[src/rtl/tsm_pkg.sv]
`timescale 1ns / 1ps
// ----------------------------------------------------------------------------
// tsm_pkg
// Shared types and constants of the scratchpad-to-millidegrees converter.
// ----------------------------------------------------------------------------
package tsm_pkg;

	localparam int IN_W      = 8;   // width of each scratchpad byte
	localparam int OUT_W     = 22;  // signed millidegrees
	localparam int PROD_W    = 26;  // signed reading times 1000
	localparam int NUM_W     = 18;  // magnitude of the half-degree numerator
	localparam int FMT_W     = 2;
	localparam int ADDR_W    = 3;
	localparam int DATA_W    = 32;
	localparam int QUEUE_DEPTH_DEF = 4;

	localparam logic [FMT_W-1:0] FMT_UNKNOWN   = 2'd0;
	localparam logic [FMT_W-1:0] FMT_HALF      = 2'd1;
	localparam logic [FMT_W-1:0] FMT_SIXTEENTH = 2'd2;

	// Register word index of sensor_format.
	localparam logic REG_FORMAT = 1'b0;

	typedef enum logic [1:0] {
		KIND_ZERO      = 2'd0,
		KIND_HALF      = 2'd1,
		KIND_SIXTEENTH = 2'd2
	} kind_t;

	// One classified reading as it waits between front and back.
	typedef struct packed {
		kind_t                    kind;
		logic signed [PROD_W-1:0] prod;  // reading or half-degree base, times 1000
		logic                     neg;   // numerator of the correction is negative
		logic [NUM_W-1:0]         num;   // |per_degree - remain| * 1000
		logic [IN_W-1:0]          div;   // count per degree
	} entry_t;

	// One stage of the restoring divider pipeline.
	typedef struct packed {
		kind_t                    kind;
		logic signed [PROD_W-1:0] prod;
		logic                     neg;
		logic [IN_W-1:0]          div;
		logic [NUM_W-1:0]         sh;    // numerator bits out at the top, quotient in below
		logic [IN_W-1:0]          rem;
	} div_stage_t;

endpackage

[src/rtl/tsm_front.sv]
`timescale 1ns / 1ps
// ----------------------------------------------------------------------------
// tsm_front
// Classifies a scratchpad reading by format and prepares the operands.
// ----------------------------------------------------------------------------
module tsm_front (
	input  logic [tsm_pkg::FMT_W-1:0] fmt,
	input  logic [tsm_pkg::IN_W-1:0]  temp_low,
	input  logic [tsm_pkg::IN_W-1:0]  temp_high,
	input  logic [tsm_pkg::IN_W-1:0]  count_remain,
	input  logic [tsm_pkg::IN_W-1:0]  count_per_degree,
	output tsm_pkg::entry_t           entry
);
	import tsm_pkg::*;

	logic [IN_W:0]             diff;
	logic [IN_W:0]             mag;
	logic [IN_W:0]             neg_n;
	logic [IN_W:0]             half_mag;
	logic signed [15:0]        op;
	logic signed [PROD_W-1:0]  op_ext;

	always_comb begin
		diff  = {1'b0, count_per_degree} - {1'b0, count_remain};
		mag   = diff[IN_W] ? (~diff + 9'd1) : diff;
		// A negative half-degree reading is floor(-(256 - low) / 2).
		neg_n    = 9'd256 - {1'b0, temp_low};
		half_mag = (neg_n + 9'd1) >> 1;

		if (fmt == FMT_SIXTEENTH) begin
			op = $signed({temp_high, temp_low});
		end else if (temp_high == '0) begin
			op = $signed({9'd0, temp_low[IN_W-1:1]});
		end else begin
			op = $signed(16'd0 - {7'd0, half_mag});
		end
		op_ext = PROD_W'(op);

		entry.prod = op_ext * 26'sd1000;
		entry.neg  = diff[IN_W];
		entry.num  = NUM_W'(mag) * 18'd1000;
		entry.div  = count_per_degree;

		if (fmt == FMT_SIXTEENTH) begin
			entry.kind = KIND_SIXTEENTH;
		end else if (fmt == FMT_HALF && count_per_degree != '0) begin
			entry.kind = KIND_HALF;
		end else begin
			entry.kind = KIND_ZERO;
		end
	end

endmodule

[src/rtl/tsm_queue.sv]
`timescale 1ns / 1ps
// ----------------------------------------------------------------------------
// tsm_queue
// Short first-in first-out queue of classified readings.
// ----------------------------------------------------------------------------
module tsm_queue #(
	parameter int DEPTH = tsm_pkg::QUEUE_DEPTH_DEF
) (
	input  logic            clk,
	input  logic            arst_n,
	input  logic            push,
	input  tsm_pkg::entry_t wr_entry,
	input  logic            pop,
	output tsm_pkg::entry_t rd_entry,
	output logic            full,
	output logic            empty
);
	import tsm_pkg::*;

	localparam int PTR_W = (DEPTH > 1) ? $clog2(DEPTH) : 1;
	localparam int CNT_W = $clog2(DEPTH + 1);
	localparam logic [PTR_W-1:0] LAST = PTR_W'(DEPTH - 1);

	entry_t             mem_q [DEPTH];
	logic [PTR_W-1:0]   wr_ptr_q;
	logic [PTR_W-1:0]   rd_ptr_q;
	logic [CNT_W-1:0]   count_q;

	assign full     = (count_q == CNT_W'(DEPTH));
	assign empty    = (count_q == '0);
	assign rd_entry = mem_q[rd_ptr_q];

	always_ff @(posedge clk) begin
		if (push) begin
			mem_q[wr_ptr_q] <= wr_entry;
		end
	end

	always_ff @(posedge clk or negedge arst_n) begin
		if (!arst_n) begin
			wr_ptr_q <= '0;
			rd_ptr_q <= '0;
			count_q  <= '0;
		end else begin
			if (push) begin
				wr_ptr_q <= (wr_ptr_q == LAST) ? '0 : wr_ptr_q + 1'b1;
			end
			if (pop) begin
				rd_ptr_q <= (rd_ptr_q == LAST) ? '0 : rd_ptr_q + 1'b1;
			end
			if (push && !pop) begin
				count_q <= count_q + 1'b1;
			end else if (pop && !push) begin
				count_q <= count_q - 1'b1;
			end
		end
	end

	a_not_full_and_empty: assert property (@(posedge clk) disable iff (!arst_n)
		!(full && empty)) else $error("queue both full and empty");

	a_count_up: assert property (@(posedge clk) disable iff (!arst_n)
		push && !pop |=> count_q == $past(count_q) + CNT_W'(1))
		else $error("queue count did not follow a push");

	a_pop_nonempty: assert property (@(posedge clk) disable iff (!arst_n)
		pop |-> !empty) else $error("pop from an empty queue");

endmodule

[src/rtl/tsm_back.sv]
`timescale 1ns / 1ps
// ----------------------------------------------------------------------------
// tsm_back
// Pipelined restoring divider for the half-degree correction, final
// rounding of the sixteenth-degree product, and the output register.
// ----------------------------------------------------------------------------
module tsm_back (
	input  logic                      clk,
	input  logic                      arst_n,
	input  tsm_pkg::entry_t           head,
	input  logic                      empty,
	output logic                      pop,
	output logic                      m_tvalid,
	input  logic                      m_tready,
	output logic [23:0]               m_tdata   // [21:0] millidegrees, [23:22] zero
);
	import tsm_pkg::*;

	div_stage_t                  pipe_q [NUM_W+1];
	logic [NUM_W:0]              vld_q;
	logic                        out_valid_q;
	logic signed [OUT_W-1:0]     out_data_q;
	logic                        adv;
	logic signed [OUT_W-1:0]     result;
	logic signed [OUT_W-1:0]     quot;
	logic signed [PROD_W-1:0]    rounded;

	// One quotient bit per stage.
	function automatic div_stage_t div_step(input div_stage_t a);
		div_stage_t    b;
		logic [IN_W:0] trial;
		logic [IN_W:0] sub;
		b     = a;
		trial = {a.rem, a.sh[NUM_W-1]};
		sub   = trial - {1'b0, a.div};
		if (trial >= {1'b0, a.div}) begin
			b.rem = sub[IN_W-1:0];
			b.sh  = {a.sh[NUM_W-2:0], 1'b1};
		end else begin
			b.rem = trial[IN_W-1:0];
			b.sh  = {a.sh[NUM_W-2:0], 1'b0};
		end
		return b;
	endfunction

	assign adv = !out_valid_q || m_tready;
	assign pop = adv && !empty;

	always_ff @(posedge clk) begin
		if (adv) begin
			pipe_q[0].kind <= head.kind;
			pipe_q[0].prod <= head.prod;
			pipe_q[0].neg  <= head.neg;
			pipe_q[0].div  <= head.div;
			pipe_q[0].sh   <= head.num;
			pipe_q[0].rem  <= '0;
			for (int k = 1; k <= NUM_W; k++) begin
				pipe_q[k] <= div_step(pipe_q[k-1]);
			end
			out_data_q <= result;
		end
	end

	always_ff @(posedge clk or negedge arst_n) begin
		if (!arst_n) begin
			vld_q       <= '0;
			out_valid_q <= 1'b0;
		end else if (adv) begin
			vld_q       <= {vld_q[NUM_W-1:0], pop};
			out_valid_q <= vld_q[NUM_W];
		end
	end

	always_comb begin
		quot    = pipe_q[NUM_W].neg ? -$signed({4'd0, pipe_q[NUM_W].sh})
		                            : $signed({4'd0, pipe_q[NUM_W].sh});
		// Truncation toward zero of a division by sixteen.
		rounded = pipe_q[NUM_W].prod + (pipe_q[NUM_W].prod[PROD_W-1] ? 26'sd15 : 26'sd0);
		case (pipe_q[NUM_W].kind)
			KIND_HALF:      result = $signed(pipe_q[NUM_W].prod[OUT_W-1:0]) - 22'sd250 + quot;
			KIND_SIXTEENTH: result = $signed(rounded[PROD_W-1:4]);
			default:        result = '0;
		endcase
	end

	assign m_tvalid = out_valid_q;
	assign m_tdata  = {2'b00, out_data_q};

	a_pop_enters: assert property (@(posedge clk) disable iff (!arst_n)
		pop |=> vld_q[0]) else $error("popped reading did not enter the divider");

	a_last_to_out: assert property (@(posedge clk) disable iff (!arst_n)
		adv && vld_q[NUM_W] |=> out_valid_q)
		else $error("finished reading lost before the output register");

	a_out_hold: assert property (@(posedge clk) disable iff (!arst_n)
		out_valid_q && !m_tready |=> out_valid_q && $stable(out_data_q))
		else $error("stalled result changed");

endmodule

[src/rtl/thermometer_scratchpad_to_millidegrees.sv]
`timescale 1ns / 1ps
// ----------------------------------------------------------------------------
// thermometer_scratchpad_to_millidegrees
// Converts thermometer scratchpad bytes to signed millidegrees Celsius.
// ----------------------------------------------------------------------------
// Input beats arrive on s_tvalid/s_tready/s_tdata, one scratchpad reading per
// beat; each gives exactly one result beat on m_tvalid/m_tready/m_tdata.
// The format register (byte address 0 of the APB port) picks the rule:
// 0 unknown (result 0), 1 half-degree with counts, 2 sixteenth-degree.
// It resets to sixteenth-degree and should be written only while idle.
// A front stage classifies each reading and forms the operands; a four-entry
// queue lets the front keep accepting while the back stalls. The back runs an
// 18-stage restoring divider, one quotient bit per stage, then an output
// register. One beat is accepted per cycle while the queue is not full; a reading
// passes the queue, the divider input register, its stages and the output register.
// When the receiver holds m_tready low, the divider and output freeze and the
// queue fills; s_tready falls once the queue is full.
// Reset clears the queue, the pipeline valid bits and the output valid bit.
// ----------------------------------------------------------------------------
module thermometer_scratchpad_to_millidegrees #(
	parameter int QUEUE_DEPTH = tsm_pkg::QUEUE_DEPTH_DEF
) (
	input  logic                        clk,
	input  logic                        arst_n,
	input  logic                        s_tvalid,
	output logic                        s_tready,
	// [7:0] temp_low, [15:8] temp_high, [23:16] count_remain, [31:24] count_per_degree
	input  logic [31:0]                 s_tdata,
	output logic                        m_tvalid,
	input  logic                        m_tready,
	// [21:0] millidegrees, [23:22] zero
	output logic [23:0]                 m_tdata,
	input  logic                        psel,
	input  logic                        penable,
	input  logic                        pwrite,
	input  logic [tsm_pkg::ADDR_W-1:0]  paddr,
	input  logic [tsm_pkg::DATA_W-1:0]  pwdata,
	output logic [tsm_pkg::DATA_W-1:0]  prdata,
	output logic                        pready
);
	import tsm_pkg::*;

	logic [FMT_W-1:0] fmt_q;
	entry_t           front_entry;
	entry_t           head;
	logic             push;
	logic             pop;
	logic             full;
	logic             empty;

	assign pready = 1'b1;
	assign prdata = (paddr[2] == REG_FORMAT) ? {{(DATA_W-FMT_W){1'b0}}, fmt_q} : '0;

	always_ff @(posedge clk or negedge arst_n) begin
		if (!arst_n) begin
			fmt_q <= FMT_SIXTEENTH;
		end else if (psel && penable && pwrite && pready && paddr[2] == REG_FORMAT) begin
			fmt_q <= pwdata[FMT_W-1:0];
		end
	end

	assign s_tready = !full;
	assign push     = s_tvalid && s_tready;

	tsm_front u_front (
		.fmt              (fmt_q),
		.temp_low         (s_tdata[7:0]),
		.temp_high        (s_tdata[15:8]),
		.count_remain     (s_tdata[23:16]),
		.count_per_degree (s_tdata[31:24]),
		.entry            (front_entry)
	);

	tsm_queue #(
		.DEPTH (QUEUE_DEPTH)
	) u_queue (
		.clk      (clk),
		.arst_n   (arst_n),
		.push     (push),
		.wr_entry (front_entry),
		.pop      (pop),
		.rd_entry (head),
		.full     (full),
		.empty    (empty)
	);

	tsm_back u_back (
		.clk      (clk),
		.arst_n   (arst_n),
		.head     (head),
		.empty    (empty),
		.pop      (pop),
		.m_tvalid (m_tvalid),
		.m_tready (m_tready),
		.m_tdata  (m_tdata)
	);

endmodule
[config.mk]
export PLATFORM = sky130hd
export DESIGN_NAME = thermometer_scratchpad_to_millidegrees
export DESIGN_NICKNAME = d
export VERILOG_FILES = /design/src/rtl/tsm_pkg.sv /design/src/rtl/tsm_front.sv /design/src/rtl/tsm_queue.sv /design/src/rtl/tsm_back.sv /design/src/rtl/thermometer_scratchpad_to_millidegrees.sv
export SDC_FILE = /design/constraint.sdc
export NUM_CORES = 2
export LEC_CHECK = 0
export ABC_AREA = 0
export BUFFER_PORTS_ARGS = -buffer_cell sky130_fd_sc_hd__buf_2
export CAP_MARGIN = 20
export CORE_UTILIZATION = 45
export CTS_BUF_LIST = sky130_fd_sc_hd__clkbuf_4
export DETAILED_ROUTE_END_ITERATION = 8
export PLACE_DENSITY_LB_ADDON = 0.2
export SYNTH_ARGS = -nofsm -noshare
export SYNTH_HDL_FRONTEND = slang
export SYNTH_SLANG_ARGS = --single-unit
[constraint.sdc]
create_clock -name clk -period 32.9 [get_ports clk]
set_input_delay 1.645 -clock clk [delete_from_list [all_inputs] [get_ports clk]]
set_output_delay 1.645 -clock clk [all_outputs]
set_load 0.02 [all_outputs]
==> results.cfg <==
[run_status]
status = finished with violations
violations = DRC

[drt]
ant_nets = 0
viasPerCell = 4.79
drc = 6
drt-initial-drc-count = 1178
vias = 27293
routedWlPerCell_um = 13.7
drt-pass1-iter-count = 9
routed_wirelength_mm = 78.2

[layout]
post-route-util = 0.504
ff_latch_area_um2 = 39300
area_growth_pct = 11.1
layout.nets = 4316
multiInputGateArea_um2 = 15000
nFillCells = 10513
drive_gt1_frac = 0.189

[sta]
rsz0062_at_grt = no
fin_hold_ws_ps = 360
fin_worst_skew_ps = 67.7
clock.fmax_ghz = 0.135
setup_viol = 0
slew_headroom = 0.295
min_period_ps = 7410
worst_pin_slew_ps = 1050
fin_crit_sh = 0.225
slew_violations = 0
finalHoldViolCount = 0
setup_tns_ps = 0

[grt]
first_global_vias = 28210
grt_pass1_wl_mm = 131
grt_use_total = 0.126
grt_start_max_net_pins = 177
gr-total-overflow = 0
antenna_found_initial = 2

[synthesis]
synth-edff-count = 1283
synth.top_cell.area_share = 0.686
yosys-top-cells-count = edfxtp_1 (1283), inv_1 (445), ha_1 (286)
yosysMostFrequentCell = edfxtp_1
synthDistinctLibCells = 77
syn_inst = 3452
synth.top_cells.by_area = edfxtp_1 (69%), ha_1 (6.4%), fa_1 (3.6%)
syn_avg_cell_area_um2 = 16.3
netlist_area_um2 = 56200
synth-async-reset-ratio = 0.0221
synth_flop_cell = edfxtp_1
yosysSeqAreaShare = 0.699
yosysWarnings = 0
yosysTopAreaCell = edfxtp_1
ys_seq_elements = 1312

[clock_tree]
cts_tree = done
cts.sinks = 1312
cts_buffers = 345
clkLatencyLatePin_ps = 1110
clkTransAtPathRegs_ps = 60
h-tree-depth = 5
cts-root-buf = clkbuf_4
ctsHoldBuffers = 0
cts_resized = 0
cts_buffer_depth = 4
post_cts_buffers = 0

[floorplan]
rows = 129
die_y_um = 355
die_area_um2 = 126000
coreArea_um2 = 124000
ioPinCount = 133
start_util = 0.454
die-width_um = 355

[place]
routabilityCongestion = 0.818
port_buffers = 67
hpwl_mm = 50.2

[worst_setup_path]
critPathKind = reg -> reg
crit_path_end_kind = flip-flop
cp.required_ps = 33730
cp.arrival_ps = 8240
cp_common_cell = fa_1
cp_max_fo = 22
start_kind = flip-flop
rrSetupSlack_ps = 25490
slowest_delay_ps = 840
cp_slowest_cell = o21ai_0
path_cells = nand2b_1 > clkinv_1 > o21ai_0 > ha_1 > xnor2_1 > fa_1 > fa_1 > inv_1 > fa_1 > inv_1 > ha_1 > a211oi_1 > o21ai_0 > a211oi_1 > a31oi_1 > a311oi_1 > o21bai_1 > xor2_1

[min_path]
hold_class = reg -> reg

[flow_run]
max_cap_viol_count = 0
[layout by cell type, fill, tap and decap left out, drive strengths merged, types with 16 or more instances in the layout]
master     n
a211oi    16
a21boi    36
a21o      35
a21oi     74
buf       88
clkbuf   468
clkinv    63
conb      33
dfrtp     28
edfxtp  1283
fa       101
ha       286
inv      450
mux2      99
mux2i     50
mux4      49
nand2     62
nand2b    41
nand3     19
nand4     38
nor2     150
nor2b     41
nor3      37
o21a      25
o21ai    131
o21bai    19
xnor2    104
xor2      54
[state kept, by name, summed over array words and instances (netlist names)]
register	cells
u_queue.mem_q	196
fmt_q	2
u_queue.rd_ptr_q	2
u_back.pipe_q	1065
u_back.m_tvalid	1
u_back.out_data_q	22
u_queue.wr_ptr_q	2
u_back.vld_q	19
u_queue.count_q	3
[worst paths after layout]
| check | startpoint | end | depth (start not counted) |
|---|---|---|---|
| worst max-delay path | fmt_q[0] | u_queue.mem_q[1][46] | 18 |
| min in group asynchronous | arst_n | u_queue.count_q[1] | 1 |
| max in group asynchronous | arst_n | u_queue.rd_ptr_q[0] | 1 |
| worst min register to register | u_back.pipe_q[13][11] | u_back.pipe_q[14][12] | 0 |
| worst min-delay path | u_back.pipe_q[13][11] | u_back.pipe_q[14][12] | 0 |
| worst max register to register | fmt_q[0] | u_queue.mem_q[1][46] | 18 |
[critical path, delay by kind of cell, from the launching register on]
| family | cells | cell delay [ps] |
|---|---|---|
| xor+xnor | 2 | 520 |
| simple gates | 1 | 630 |
| buf+inv | 3 | 670 |
| compound gates | 7 | 2660 |
| flops | 1 | 380 |
| fa+ha+maj | 5 | 2290 |
[final cells by class]
| cell class | instances | share of cell area |
|---|---|---|
| diodes | 7 | 0.000281 |
| clock buffers | 467 | 0.0561 |
| clock inverters | 73 | 0.00617 |
| inverters | 446 | 0.0268 |
| multi-input cells | 1661 | 0.241 |
| flip-flops and latches | 1312 | 0.629 |
| well taps | 1637 | 0.0328 |
| repair buffers | 89 | 0.00834 |
[through the flow]
stage          area (µm²)  setup WS (ps)  cells
6_report            62400          25490   5692
4_1_cts             62400          25380   5682
5_1_grt             62400          24900   5692
2_1_floorplan       56300           1750   3483
3_5_place_dp        58500          24360   5142
3_3_place_gp        58500          24440   5142
[cell families (layout without fill, tap and decap cells)]
family,after synthesis,count (layout),share of synthesized area
adder cells (fa/ha/maj),387,387,0.0997
buffers and inverters,510,1075,0.0363
flip-flops,1312,1312,0.699
AND/OR/NAND/NOR,467,467,0.0423
XOR/XNOR,158,158,0.0246
AO/OA/AOI/OAI,418,418,0.0502
multiplexers,198,198,0.0484
other,2,40,0.000134
[per-layer routing]
layer,GRT usage,vias up,part of all wire
met5,0,-,0
met2,0.220,441,0.52
met4,0.0635,0,0.022
met1,0.142,13040,0.42
met3,0.0333,160,0.039
li1,-,13652,-
Power is left out: the tool's default activity adds up to more than one toggle a clock period on the data nets, which glitch-free logic cannot reach.
